--- src/rtl/irsa_pkg.sv ---
`timescale 1ns / 1ps
// ----------------------------------------------------------------------------
// irsa_pkg
// Shared types and constants of the interval resource allocator.
// ----------------------------------------------------------------------------
package irsa_pkg;

  localparam int TIME_BITS   = 16;
  localparam int OUT_W       = 7;
  localparam int MAX_RES_DEF = 64;

  typedef struct packed {
    logic [TIME_BITS-1:0] start_time;
    logic [TIME_BITS-1:0] end_time;
  } irsa_request_t;

  typedef struct packed {
    logic [OUT_W-1:0] resource_id;
    logic [OUT_W-1:0] resources_used;
    logic             overflow;
  } irsa_result_t;

  // Commands from the sequencer to the busy-until table.
  typedef struct packed {
    logic scan_start;
    logic release_en;
    logic write_en;
  } irsa_table_cmd_t;

  // Scan status from the busy-until table.
  typedef struct packed {
    logic done;
    logic found;
  } irsa_scan_t;

  // Commands from the sequencer to the free list.
  typedef struct packed {
    logic push;
    logic pop;
  } irsa_fifo_cmd_t;

  typedef enum logic [1:0] {
    ST_IDLE,
    ST_SCAN_START,
    ST_SCAN_WAIT,
    ST_POP_WAIT
  } irsa_state_t;

endpackage

--- src/rtl/irsa_busy_table.sv ---
`timescale 1ns / 1ps
// ----------------------------------------------------------------------------
// irsa_busy_table
// Busy-until memory with busy flags and a sequential minimum-search scan.
// ----------------------------------------------------------------------------
module irsa_busy_table
  import irsa_pkg::*;
#(
  parameter int MAX_RES = MAX_RES_DEF,
  parameter int IDX_W   = $clog2(MAX_RES),
  parameter int CNT_W   = $clog2(MAX_RES + 1)
) (
  input  logic                 clk,
  input  logic                 rst,
  input  irsa_table_cmd_t      cmd,
  input  logic [CNT_W-1:0]     limit,
  input  logic [TIME_BITS-1:0] thresh,
  input  logic [IDX_W-1:0]     write_idx,
  input  logic [TIME_BITS-1:0] write_time,
  output irsa_scan_t           status,
  output logic [IDX_W-1:0]     best_idx
);

  logic [TIME_BITS-1:0] mem [MAX_RES];
  logic [MAX_RES-1:0]   is_busy;
  logic                 scanning;
  logic [CNT_W-1:0]     cnt;
  logic                 rd_valid;
  logic [IDX_W-1:0]     rd_idx;
  logic [TIME_BITS-1:0] rd_data;
  logic                 found;
  logic                 done;
  logic [TIME_BITS-1:0] best_val;
  logic                 issue;
  logic                 hit;

  assign issue = scanning && !cmd.scan_start && (cnt != limit);

  // Strict less-than keeps the lower id on equal busy-until times.
  assign hit = rd_valid && is_busy[rd_idx] && (rd_data <= thresh) &&
               (!found || (rd_data < best_val));

  always_ff @(posedge clk) begin
    if (issue) begin
      rd_data <= mem[cnt[IDX_W-1:0]];
    end
    if (cmd.write_en) begin
      mem[write_idx] <= write_time;
    end
  end

  always_ff @(posedge clk) begin
    if (rst) begin
      scanning <= 1'b0;
      cnt      <= '0;
      rd_valid <= 1'b0;
      found    <= 1'b0;
      done     <= 1'b0;
      is_busy  <= '0;
    end else begin
      done     <= 1'b0;
      rd_valid <= issue;
      if (cmd.scan_start) begin
        scanning <= 1'b1;
        cnt      <= '0;
        found    <= 1'b0;
      end else if (scanning) begin
        if (issue) begin
          cnt <= cnt + CNT_W'(1);
        end else if (!rd_valid) begin
          scanning <= 1'b0;
          done     <= 1'b1;
        end
        if (hit) begin
          found <= 1'b1;
        end
      end
      if (cmd.release_en) begin
        is_busy[best_idx] <= 1'b0;
      end
      if (cmd.write_en) begin
        is_busy[write_idx] <= 1'b1;
      end
    end
  end

  always_ff @(posedge clk) begin
    if (issue) begin
      rd_idx <= cnt[IDX_W-1:0];
    end
    if (hit) begin
      best_idx <= rd_idx;
      best_val <= rd_data;
    end
  end

  assign status.done  = done;
  assign status.found = found;

endmodule

--- src/rtl/irsa_free_fifo.sv ---
`timescale 1ns / 1ps
// ----------------------------------------------------------------------------
// irsa_free_fifo
// Circular free list of released resource ids, held in a memory.
// ----------------------------------------------------------------------------
module irsa_free_fifo
  import irsa_pkg::*;
#(
  parameter int MAX_RES = MAX_RES_DEF,
  parameter int IDX_W   = $clog2(MAX_RES),
  parameter int CNT_W   = $clog2(MAX_RES + 1)
) (
  input  logic             clk,
  input  logic             rst,
  input  irsa_fifo_cmd_t   cmd,
  input  logic [CNT_W-1:0] push_id,
  output logic [CNT_W-1:0] pop_id,
  output logic             empty
);

  logic [CNT_W-1:0] mem [MAX_RES];
  logic [IDX_W-1:0] head;
  logic [IDX_W-1:0] head_next;
  logic [CNT_W-1:0] count;
  logic [CNT_W:0]   tail_sum;
  logic [IDX_W-1:0] tail;
  logic             full;
  logic             init0;
  logic             pop_init;
  logic [CNT_W-1:0] rd_data;

  assign full  = (count == CNT_W'(MAX_RES));
  assign empty = (count == '0);

  // head + count stays below twice the depth, so one subtract wraps it.
  always_comb begin
    tail_sum = (CNT_W + 1)'(head) + (CNT_W + 1)'(count);
    if (tail_sum >= (CNT_W + 1)'(MAX_RES)) begin
      tail_sum = tail_sum - (CNT_W + 1)'(MAX_RES);
    end
    tail = tail_sum[IDX_W-1:0];
  end

  assign head_next = (head == IDX_W'(MAX_RES - 1)) ? '0 : head + IDX_W'(1);

  // Entry 0 holds resource 1 after reset; it reads as 1 until it is
  // written or popped, so the memory needs no initial fill.
  assign pop_id = pop_init ? CNT_W'(1) : rd_data;

  always_ff @(posedge clk) begin
    if (cmd.push && !full) begin
      mem[tail] <= push_id;
    end
    if (cmd.pop) begin
      rd_data  <= mem[head];
      pop_init <= init0 && (head == '0);
    end
  end

  always_ff @(posedge clk) begin
    if (rst) begin
      head  <= '0;
      count <= CNT_W'(1);
      init0 <= 1'b1;
    end else begin
      if (cmd.push && !full) begin
        count <= count + CNT_W'(1);
        if (tail == '0) begin
          init0 <= 1'b0;
        end
      end else if (cmd.pop) begin
        head  <= head_next;
        count <= count - CNT_W'(1);
        if (head == '0) begin
          init0 <= 1'b0;
        end
      end
    end
  end

endmodule

--- src/rtl/irsa_ctrl.sv ---
`timescale 1ns / 1ps
// ----------------------------------------------------------------------------
// irsa_ctrl
// Sequencer: release scans, allocation from the free list or a new id.
// ----------------------------------------------------------------------------
module irsa_ctrl
  import irsa_pkg::*;
#(
  parameter int MAX_RES = MAX_RES_DEF,
  parameter int IDX_W   = $clog2(MAX_RES),
  parameter int CNT_W   = $clog2(MAX_RES + 1)
) (
  input  logic                 clk,
  input  logic                 rst,
  input  logic                 start,
  output logic                 busy,
  input  irsa_request_t        request,
  output logic                 done,
  output irsa_result_t         result,
  output irsa_table_cmd_t      tcmd,
  output logic [CNT_W-1:0]     limit,
  output logic [TIME_BITS-1:0] thresh,
  output logic [IDX_W-1:0]     write_idx,
  output logic [TIME_BITS-1:0] write_time,
  input  irsa_scan_t           scan,
  input  logic [IDX_W-1:0]     best_idx,
  output irsa_fifo_cmd_t       fcmd,
  output logic [CNT_W-1:0]     push_id,
  input  logic [CNT_W-1:0]     pop_id,
  input  logic                 fifo_empty
);

  irsa_state_t          state;
  irsa_state_t          state_next;
  logic [TIME_BITS-1:0] start_time;
  logic [TIME_BITS-1:0] end_time;
  logic [CNT_W-1:0]     opened;
  logic [CNT_W-1:0]     opened_inc;
  logic [CNT_W-1:0]     pop_idx;
  logic                 can_open;

  assign opened_inc = opened + CNT_W'(1);
  assign pop_idx    = pop_id - CNT_W'(1);
  assign can_open   = (opened < CNT_W'(MAX_RES));
  assign busy       = (state != ST_IDLE);
  assign limit      = opened;
  assign thresh     = start_time;
  assign write_time = end_time;
  assign push_id    = CNT_W'(best_idx) + CNT_W'(1);

  always_comb begin
    state_next = state;
    case (state)
      ST_IDLE: begin
        if (start) begin
          state_next = ST_SCAN_START;
        end
      end
      ST_SCAN_START: begin
        state_next = ST_SCAN_WAIT;
      end
      ST_SCAN_WAIT: begin
        if (scan.done) begin
          if (scan.found) begin
            state_next = ST_SCAN_START;
          end else if (!fifo_empty) begin
            state_next = ST_POP_WAIT;
          end else begin
            state_next = ST_IDLE;
          end
        end
      end
      ST_POP_WAIT: begin
        state_next = ST_IDLE;
      end
      default: begin
        state_next = ST_IDLE;
      end
    endcase
  end

  always_comb begin
    tcmd      = '0;
    fcmd      = '0;
    write_idx = pop_idx[IDX_W-1:0];
    case (state)
      ST_SCAN_START: begin
        tcmd.scan_start = 1'b1;
      end
      ST_SCAN_WAIT: begin
        if (scan.done) begin
          if (scan.found) begin
            tcmd.release_en = 1'b1;
            fcmd.push       = 1'b1;
          end else if (!fifo_empty) begin
            fcmd.pop = 1'b1;
          end else if (can_open) begin
            // The new id is opened + 1, so its table index is opened.
            tcmd.write_en = 1'b1;
            write_idx     = opened[IDX_W-1:0];
          end
        end
      end
      ST_POP_WAIT: begin
        tcmd.write_en = 1'b1;
      end
      default: begin
      end
    endcase
  end

  always_ff @(posedge clk) begin
    if (rst) begin
      state  <= ST_IDLE;
      opened <= CNT_W'(1);
      done   <= 1'b0;
    end else begin
      state <= state_next;
      done  <= 1'b0;
      if (state == ST_SCAN_WAIT && scan.done && !scan.found && fifo_empty) begin
        done <= 1'b1;
        if (can_open) begin
          opened <= opened_inc;
        end
      end
      if (state == ST_POP_WAIT) begin
        done <= 1'b1;
      end
    end
  end

  always_ff @(posedge clk) begin
    if (state == ST_IDLE && start) begin
      start_time <= request.start_time;
      end_time   <= request.end_time;
    end
    if (state == ST_SCAN_WAIT && scan.done && !scan.found && fifo_empty) begin
      if (can_open) begin
        result.resource_id    <= OUT_W'(opened_inc);
        result.resources_used <= OUT_W'(opened_inc);
        result.overflow       <= 1'b0;
      end else begin
        result.resource_id    <= '0;
        result.resources_used <= OUT_W'(opened);
        result.overflow       <= 1'b1;
      end
    end
    if (state == ST_POP_WAIT) begin
      result.resource_id    <= OUT_W'(pop_id);
      result.resources_used <= OUT_W'(opened);
      result.overflow       <= 1'b0;
    end
  end

endmodule

--- src/rtl/interval_resource_allocator_core.sv ---
`timescale 1ns / 1ps
// ----------------------------------------------------------------------------
// interval_resource_allocator_core
// Greedy interval partitioning: assigns each interval a free resource id.
// ----------------------------------------------------------------------------
// A request (start_time, end_time) is taken when start is high and busy is
// low; requests should arrive sorted by start, then by end. Each request
// yields one result (resource_id, resources_used, overflow), shown on result
// for exactly one cycle with done high. The receiver cannot stall, so the
// result must be captured in that cycle.
// Each request first releases every busy resource whose busy-until time is at
// most its start, one release per pass over the busy-until memory, earliest
// time first. When a new id is opened or the table overflows, done rises as
// the last pass ends, and when the id comes from the free list it rises
// after the ST_POP_WAIT state. Each pass reads the busy-until memory once
// per open resource through its single read port. busy stays high from
// acceptance until the cycle done is shown; a new request may be given in
// the cycle of done.
// Synchronous reset leaves no resource busy, resource 1 on the free list and
// one resource counted as open; no clearing pass is needed.
// ----------------------------------------------------------------------------
module interval_resource_allocator_core
  import irsa_pkg::*;
#(
  parameter int MAX_RES = MAX_RES_DEF
) (
  input  logic          clk,
  input  logic          rst,
  input  logic          start,
  output logic          busy,
  input  irsa_request_t request,
  output logic          done,
  output irsa_result_t  result
);

  localparam int IDX_W = $clog2(MAX_RES);
  localparam int CNT_W = $clog2(MAX_RES + 1);

  irsa_table_cmd_t      tcmd;
  irsa_scan_t           scan;
  irsa_fifo_cmd_t       fcmd;
  logic [CNT_W-1:0]     limit;
  logic [TIME_BITS-1:0] thresh;
  logic [IDX_W-1:0]     write_idx;
  logic [TIME_BITS-1:0] write_time;
  logic [IDX_W-1:0]     best_idx;
  logic [CNT_W-1:0]     push_id;
  logic [CNT_W-1:0]     pop_id;
  logic                 fifo_empty;

  irsa_ctrl #(
    .MAX_RES(MAX_RES),
    .IDX_W  (IDX_W),
    .CNT_W  (CNT_W)
  ) u_ctrl (
    .clk       (clk),
    .rst       (rst),
    .start     (start),
    .busy      (busy),
    .request   (request),
    .done      (done),
    .result    (result),
    .tcmd      (tcmd),
    .limit     (limit),
    .thresh    (thresh),
    .write_idx (write_idx),
    .write_time(write_time),
    .scan      (scan),
    .best_idx  (best_idx),
    .fcmd      (fcmd),
    .push_id   (push_id),
    .pop_id    (pop_id),
    .fifo_empty(fifo_empty)
  );

  irsa_busy_table #(
    .MAX_RES(MAX_RES),
    .IDX_W  (IDX_W),
    .CNT_W  (CNT_W)
  ) u_table (
    .clk       (clk),
    .rst       (rst),
    .cmd       (tcmd),
    .limit     (limit),
    .thresh    (thresh),
    .write_idx (write_idx),
    .write_time(write_time),
    .status    (scan),
    .best_idx  (best_idx)
  );

  irsa_free_fifo #(
    .MAX_RES(MAX_RES),
    .IDX_W  (IDX_W),
    .CNT_W  (CNT_W)
  ) u_fifo (
    .clk    (clk),
    .rst    (rst),
    .cmd    (fcmd),
    .push_id(push_id),
    .pop_id (pop_id),
    .empty  (fifo_empty)
  );

endmodule

--- config.mk ---
export PLATFORM = sky130hd
export DESIGN_NAME = interval_resource_allocator_core
export DESIGN_NICKNAME = d
export VERILOG_FILES = /design/src/rtl/irsa_pkg.sv /design/src/rtl/irsa_busy_table.sv /design/src/rtl/irsa_free_fifo.sv /design/src/rtl/irsa_ctrl.sv /design/src/rtl/interval_resource_allocator_core.sv
export SDC_FILE = /design/constraint.sdc
export NUM_CORES = 2
export LEC_CHECK = 0
export BUFFER_PORTS_ARGS = -buffer_cell sky130_fd_sc_hd__buf_4
export CORE_MARGIN = 3
export CORE_UTILIZATION = 39
export DETAILED_ROUTE_END_ITERATION = 6
export GPL_TIMING_DRIVEN = 0
export PLACE_DENSITY = 0.52
export SETUP_SLACK_MARGIN = 0.15
export SYNTH_ARGS = -nofsm -noshare
export SYNTH_HDL_FRONTEND = slang
export SYNTH_SLANG_ARGS = --single-unit
--- constraint.sdc ---
create_clock -name clk -period 4.9 [get_ports clk]
set_input_delay 0.245 -clock clk [delete_from_list [all_inputs] [get_ports clk]]
set_output_delay 0.245 -clock clk [all_outputs]
set_load 0.02 [all_outputs]
=== After elaboration in Yosys (flattened, before gate mapping) ===
Memory sizes are Yosys's and may differ from the RTL's. A register that Yosys moved wholly into a read port is not among the register bits.
Index checks and enable logic that the tools add are counted.

* Logic and storage cells: 142
* Memory bits (writable): 1,472
* Flip-flop bits (word level): 175
* Memories kept: 2

* Muxes and demuxes: 54
* Bitwise logic cells: 5
* Equal/unequal tests: 9
* Add/subtract/negate cells: 9
* Magnitude comparators: 9
* Reduce and logical (&&, ||, !) cells: 33

{| class="wikitable"
|+ Memory list
! name !! words !! width !! read ports !! clocked after memory_dff !! wr ports !! RTL line !! RTL
|-
| u_table.mem || 64 || 16 || 1 || 1 || 1 || irsa_busy_table.sv:24 || <nowiki>logic [TIME_BITS-1:0] mem [MAX_RES];</nowiki>
|-
| u_fifo.mem || 64 || 7 || 1 || 1 || 1 || irsa_free_fifo.sv:21 || <nowiki>logic [CNT_W-1:0] mem [MAX_RES];</nowiki>
|}

{| class="wikitable"
|+ Operators with widths
! operator !! number
|-
| 2-to-1 mux 64 bit || 3
|-
| AND 64 bit || 1
|-
| NOT 64 bit || 1
|-
| OR 64 bit || 1
|-
| 2-to-1 mux 15 bit || 3
|-
| 2-to-1 mux 6 bit || 7
|-
| 2-to-1 mux 1 bit || 26
|-
| adder 7 x 1 -> 7 bit (second input constant) || 3
|-
| less-than comparator 6 x 7 -> 1 bit (second input constant) || 3
|-
| 2-to-1 mux 7 bit || 3
|-
| <= comparator 16 bit || 1
|-
| less-than comparator 16 bit || 1
|-
| 2-to-1 mux 2 bit || 7
|-
| logical AND 1 bit || 13
|-
| demux 1 bit (select 6 bit) || 2
|-
| >= comparator 6 x 1 -> 1 bit (second input constant) || 2
|-
| zero test 6 bit || 2
|-
| subtractor 6 x 1 -> 6 bit (second input constant) || 2
|-
| AND reduction 2 bit || 5
|-
| adder 6 x 7 -> 8 bit || 1
|-
| >= comparator 8 x 7 -> 1 bit (second input constant) || 1
|-
| case mux 2 bit (4 select lines) || 1
|-
| nonzero test 2 bit || 4
|-
| adder 6 x 1 -> 7 bit (second input constant) || 1
|-
| 20 further kinds || 25
|}

=== Logic depth before layout (Yosys ltp) ===
* Word-level depth: 13
* Depth in mapped cells: 12
* Mapped depth without buffers: 12

=== Modules after synthesis ===
Synthesis repeated with hierarchy kept, for this count alone.

* Cells, all modules: 3,255
* Area, all modules: 65,915.7 µm²

{| class="wikitable"
|+ Modules (own cells, without submodules)
! module !! times used !! sequential area each (µm²) !! area each (µm²) !! cells an instance
|-
| irsa_busy_table || 1 || 33,572.2 || 44,689.1 || 2,099
|-
| irsa_free_fifo || 1 || 13,973.4 || 18,844.3 || 974
|-
| irsa_ctrl || 1 || 1,601.5 || 2,382.3 || 182
|}

=== Worst setup path before layout ===
OpenSTA, ideal clock, no wires.

* Path type: register to register
* Start: reg u_ctrl.opened[6], in the netlist u_ctrl.limit[6]
* End: reg u_table.cnt[6]
* Slack: 1,086 ps
* Library setup time: 128 ps
* Stages on the path, launching flop included: 9
* Data arrival time: 3,687 ps
* Buffers on the path: 1
* Data required time: 4,772 ps
* Cell sequence: dfxtp_1 clkbuf_1 xor2_1 nor2_1 a311oi_1 nand4_1 or2_2 xor2_1 nor2_1

* Cells in the longest elaborated chain, start to end: 3

{| class="wikitable"
|+ RTL lines
! what !! RTL line !! RTL
|-
| start, declared || irsa_ctrl.sv:37 || <nowiki>logic [CNT_W-1:0] opened;</nowiki>
|-
| start signal, assigned || irsa_ctrl.sv:123 || <nowiki>opened <= opened_inc;</nowiki>
|-
| != test 7 bit || irsa_busy_table.sv:37 || <nowiki>assign issue = scanning && !cmd.scan_start && (cnt != limit);</nowiki>
|-
| logical AND 1 bit || irsa_busy_table.sv:37 ||
|-
| net u_table.issue || irsa_busy_table.sv:34 || <nowiki>logic issue;</nowiki>
|-
| AND reduction 2 bit (no source line) || - ||
|-
| end signal, assigned || irsa_busy_table.sv:69 || <nowiki>cnt <= cnt + CNT_W'(1);</nowiki>
|-
| end, declared || irsa_busy_table.sv:27 || <nowiki>logic [CNT_W-1:0] cnt;</nowiki>
|}

The timed path passes the listed nets, and every way through them passes these cells.
A chain may end at the register's enable or synchronous reset.

=== Final worst setup path ===
* Start: reg u_table.cnt[1]
* End: reg u_table.rd_data[11], read port of u_table.mem, data pin

* Cells in the longest elaborated chain, start to end: 2

{| class="wikitable"
|+ RTL lines
! what !! RTL line !! RTL
|-
| != test 7 bit || irsa_busy_table.sv:37 ||
|-
| logical AND 1 bit || irsa_busy_table.sv:37 ||
|-
| end, declared || irsa_busy_table.sv:30 || <nowiki>logic [TIME_BITS-1:0] rd_data;</nowiki>
|}

Several ways; a longest one is shown, not always the timed one.

==> impl_metrics.csv <==
group,metric,value,unit
final_layout,seq_area,49100,um^2
global_route,use_met1,0.274,
drt,wire_per_inst,30.0,um
setup_path,worst_setup_path_start_kind,"register",
drt,drtIter0Drc,3764,
global_route,grt-busiest-layer,"met2",
final_layout,synthToLayoutAreaGrowth,16.3,%
sta,timing.slew.headroom,0.117,
clocking,cts_tree,"built",
place,placed_area,70100,um^2
global_route,grt_overflow,0,
drt,firstDrtPassIters,7,
floorplanning,core,166000,um^2
place,dp_hpwl,122000,um
synthesis,syn_area_per_cell,20.8,um^2
synthesis,netlist.area_leader.share,0.718,
power_and_ir_drop,power.total,31.0,mW
setup_path,crit_chain,"clkbuf_1 > clkbuf_1 > clkbuf_1 > mux4_2 > mux4_2 > mux4_2",
clocking,clkTransAtPathRegs,0.06,ns
place,io_buffers,50,
final_layout,fillers,13800,
status,status,"complete, but fails checks",
synthesis,ys_types,63,
sta,rsz0062_at_grt,"no",
setup_path,critPathKind,"register to register",
power_and_ir_drop,power_density,406,nW/um^2
floorplanning,die_w,416,um
setup_path,worst_path_max_delay_cell,"clkbuf_1",
global_route,grt_util_met3,0.0315,
place,pre_cts_ws,0.103,ns
synthesis,ys_ff_latch,1670,
final_layout,drive_gt1_frac,0.260,
final_layout,fin_area,76400,um^2
clocking,clk_path_buf_depth,3,
synthesis,synth_flop_cell,"edfxtp_1",
synthesis,yosys-top-cells-area,"edfxtp_1 (72%), mux4_2 (17%), dfxtp_1 (3.0%)",
global_route,grt_pass1_vias,33400,
clocking,root_buffer,"clkbuf_16",
drt,wl,174000,um
sta,period_share,0.931,
setup_path,slowest_delay,0.94,ns
sta,hold_viol,0,
global_route,grt_pass1_wl,249000,um
floorplanning,dieHeight,416,um
clocking,cts_max_level,4,
sta,worst_slew_pin_slew,1.32,ns
clocking,cts_sinks,1670,
status,violations,"design-rule violations",
final_layout,layout_commonest_cell,"edfxtp_1",
drt,drc,1,
place,place.gp.congestion,0.890,
sta,fin_crit,4.56,ns
floorplanning,start_util,0.395,
drt,vias,32400,
drt,antenna_left,0,
clocking,numCtsBuffers,176,
synthesis,async_flop_share,0,
drt,avgViaCountPerCell,5.58,
global_route,track_usage,0.202,
floorplanning,die-area,173000,um^2
setup_path,crit_path_end_kind,"register",
synthesis,synth_cells,3158,
global_route,grt_max_degree,49,
sta,worst_slack,0.337,ns
sta,hold-worst-slack,0.160,ns
final_layout,layout.nets,3560,
power_and_ir_drop,p_leak,24.1,nW
global_route,antenna_found_initial,10,
final_layout,mostFrequentLayoutCells,"edfxtp_1 (1570), mux4_2 (491), clkbuf_16 (178)",
synthesis,ys_seq_area_frac,0.748,
synthesis,yosys.area.top_type,"edfxtp_1",
power_and_ir_drop,ir_drop,0.382,mV
synthesis,synth-edff-count,1570,
sta,fin_skew,0.0367,ns
setup_path,worstPathArrival,5.09,ns
setup_path,crit_family,"buffers and inverters",
synthesis,syn-num-nets,3245,
setup_path,crit_fanout,10,
synthesis,synth.cell_area,65700,um^2
job,maxCapViolCount,0,
setup_path,worst_ep_required_time,5.42,ns
floorplanning,num_io_pins,52,
clocking,clk_latency,0.80,ns
floorplanning,rows,149,
sta,maxClockFrequency,0.219,GHz
synthesis,ys_warn_count,0,
sta,final_max_slew_viol_count,0,
hold_path,hold_path_class,"input port to register",
setup_path,critPathBufInv,3,
sta,setup_viol,0,
global_route,grt_use_met2,0.341,
final_layout,multi_input_area,15500,um^2
==> layout make-up <==
| type | count | area share |
|---|---|---|
| clock buffer | 225 | 0.0614 |
| clock inverter | 100 | 0.0160 |
| inverter | 114 | 0.00560 |
| antenna | 1 | 0.0000328 |
| buffer | 157 | 0.00937 |
| sequential | 1670 | 0.643 |
| timing repair buffer | 137 | 0.0260 |
| tap | 2189 | 0.0358 |
| multi-input combinational | 1217 | 0.203 |
==> synthesized netlist by cell type (all sizes together) (3+ instances only) <==
cell and instances:
nand3b 8, ha 50, o21ai 89, xnor2 20, nand4 7, edfxtp 1570
a2111oi 3, o211a 3, mux2i 9, xor2 27, a21o 10, nand2b 15
nand2 122, nor2b 13, a31oi 11, nand3 20, o21bai 3, a211oi 10
o22ai 6, a21oi 89, nor2 129, mux4 491, nor4 6, buf 77
and3 9, inv 114, or2 11, or3 5, and4 3, dfxtp 100
mux2 3, a22o 4, clkbuf 80, nor3 13
==> kinds of logic after synthesis <==
| family | synth area share |
|---|---|
| AND/OR/NAND/NOR | 0.0262 |
| buffers and inverters | 0.0174 |
| XOR/XNOR | 0.00627 |
| multiplexers | 0.170 |
| AO/OA/AOI/OAI | 0.0213 |
| flip-flops | 0.748 |
| adder cells (fa/ha/maj) | 0.0101 |
==> metal layers <==
layer  share of wire  up-vias
li1                -    13600
met1            0.42    17400
met2            0.50     1140
met3           0.056      262
met4           0.026        4
met5         0.00016        -
==> power breakdown <==
| group | internal (mW) | leakage (nW) | total [mW] | switching [mW] |
|---|---|---|---|---|
| sequential | 15.7 | 15.0 | 15.8 | 0.114 |
| combinational | 0.706 | 6.29 | 1.64 | 0.937 |
| clock | 7.93 | 2.85 | 13.5 | 5.61 |
| total | 24.4 | 24.1 | 31.0 | 6.66 |
==> path summary, 6_finish.rpt <==
kind	start	to	slack, ns	depth (start not counted)
min	request[20]	u_ctrl.thresh[4]	0.16	2
max	u_table.cnt[1]	u_table.rd_data[11]	0.34	6
min reg2reg	u_table.cnt[5]	u_table.rd_idx[5]	0.45	0
max reg2reg	u_table.cnt[1]	u_table.rd_data[11]	0.34	6
==> flip-flops by register name (all words and copies together), names as in the netlist <==
signal             flops
u_ctrl.done            1
u_table.rd_idx         6
u_table.best_val      16
u_table.scanning       1
u_table.mem         1024
u_ctrl.result         15
u_table.rd_valid       1
u_table.is_busy       64
u_fifo.count           7
u_fifo.init0           1
u_table.rd_data       16
u_fifo.pop_init        1
u_fifo.mem           448
u_table.cnt            7
u_table.done           1
u_fifo.head            6
u_ctrl.thresh         16
u_table.best_idx       6
u_ctrl.write_time     16
u_ctrl.state           2
u_ctrl.limit           7
u_fifo.rd_data         7
u_table.found          1
==> metrics by stage <==
| step | cells | util | TNS (ns) |
|---|---|---|---|
| 2_1_floorplan | 3158 | - | 0 |
| 3_3_place_gp | 5397 | 0.414 | -166.91 |
| 3_5_place_dp | 5450 | 0.422 | 0 |
| 4_1_cts | 5809 | 0.460 | 0 |
| 5_1_grt | 5809 | 0.460 | 0 |
| 6_report | 5810 | 0.460 | 0 |
==> what timing repair did <==
item | CTS | global route
setup buffers | 0 | 0
endpoints found under the setup margin | 10 | 0
hold buffers | 34 | 0
resized for setup | 1 | 0
hold endpoints to repair | 35 | 0
(Power assumes the default switching activity.)
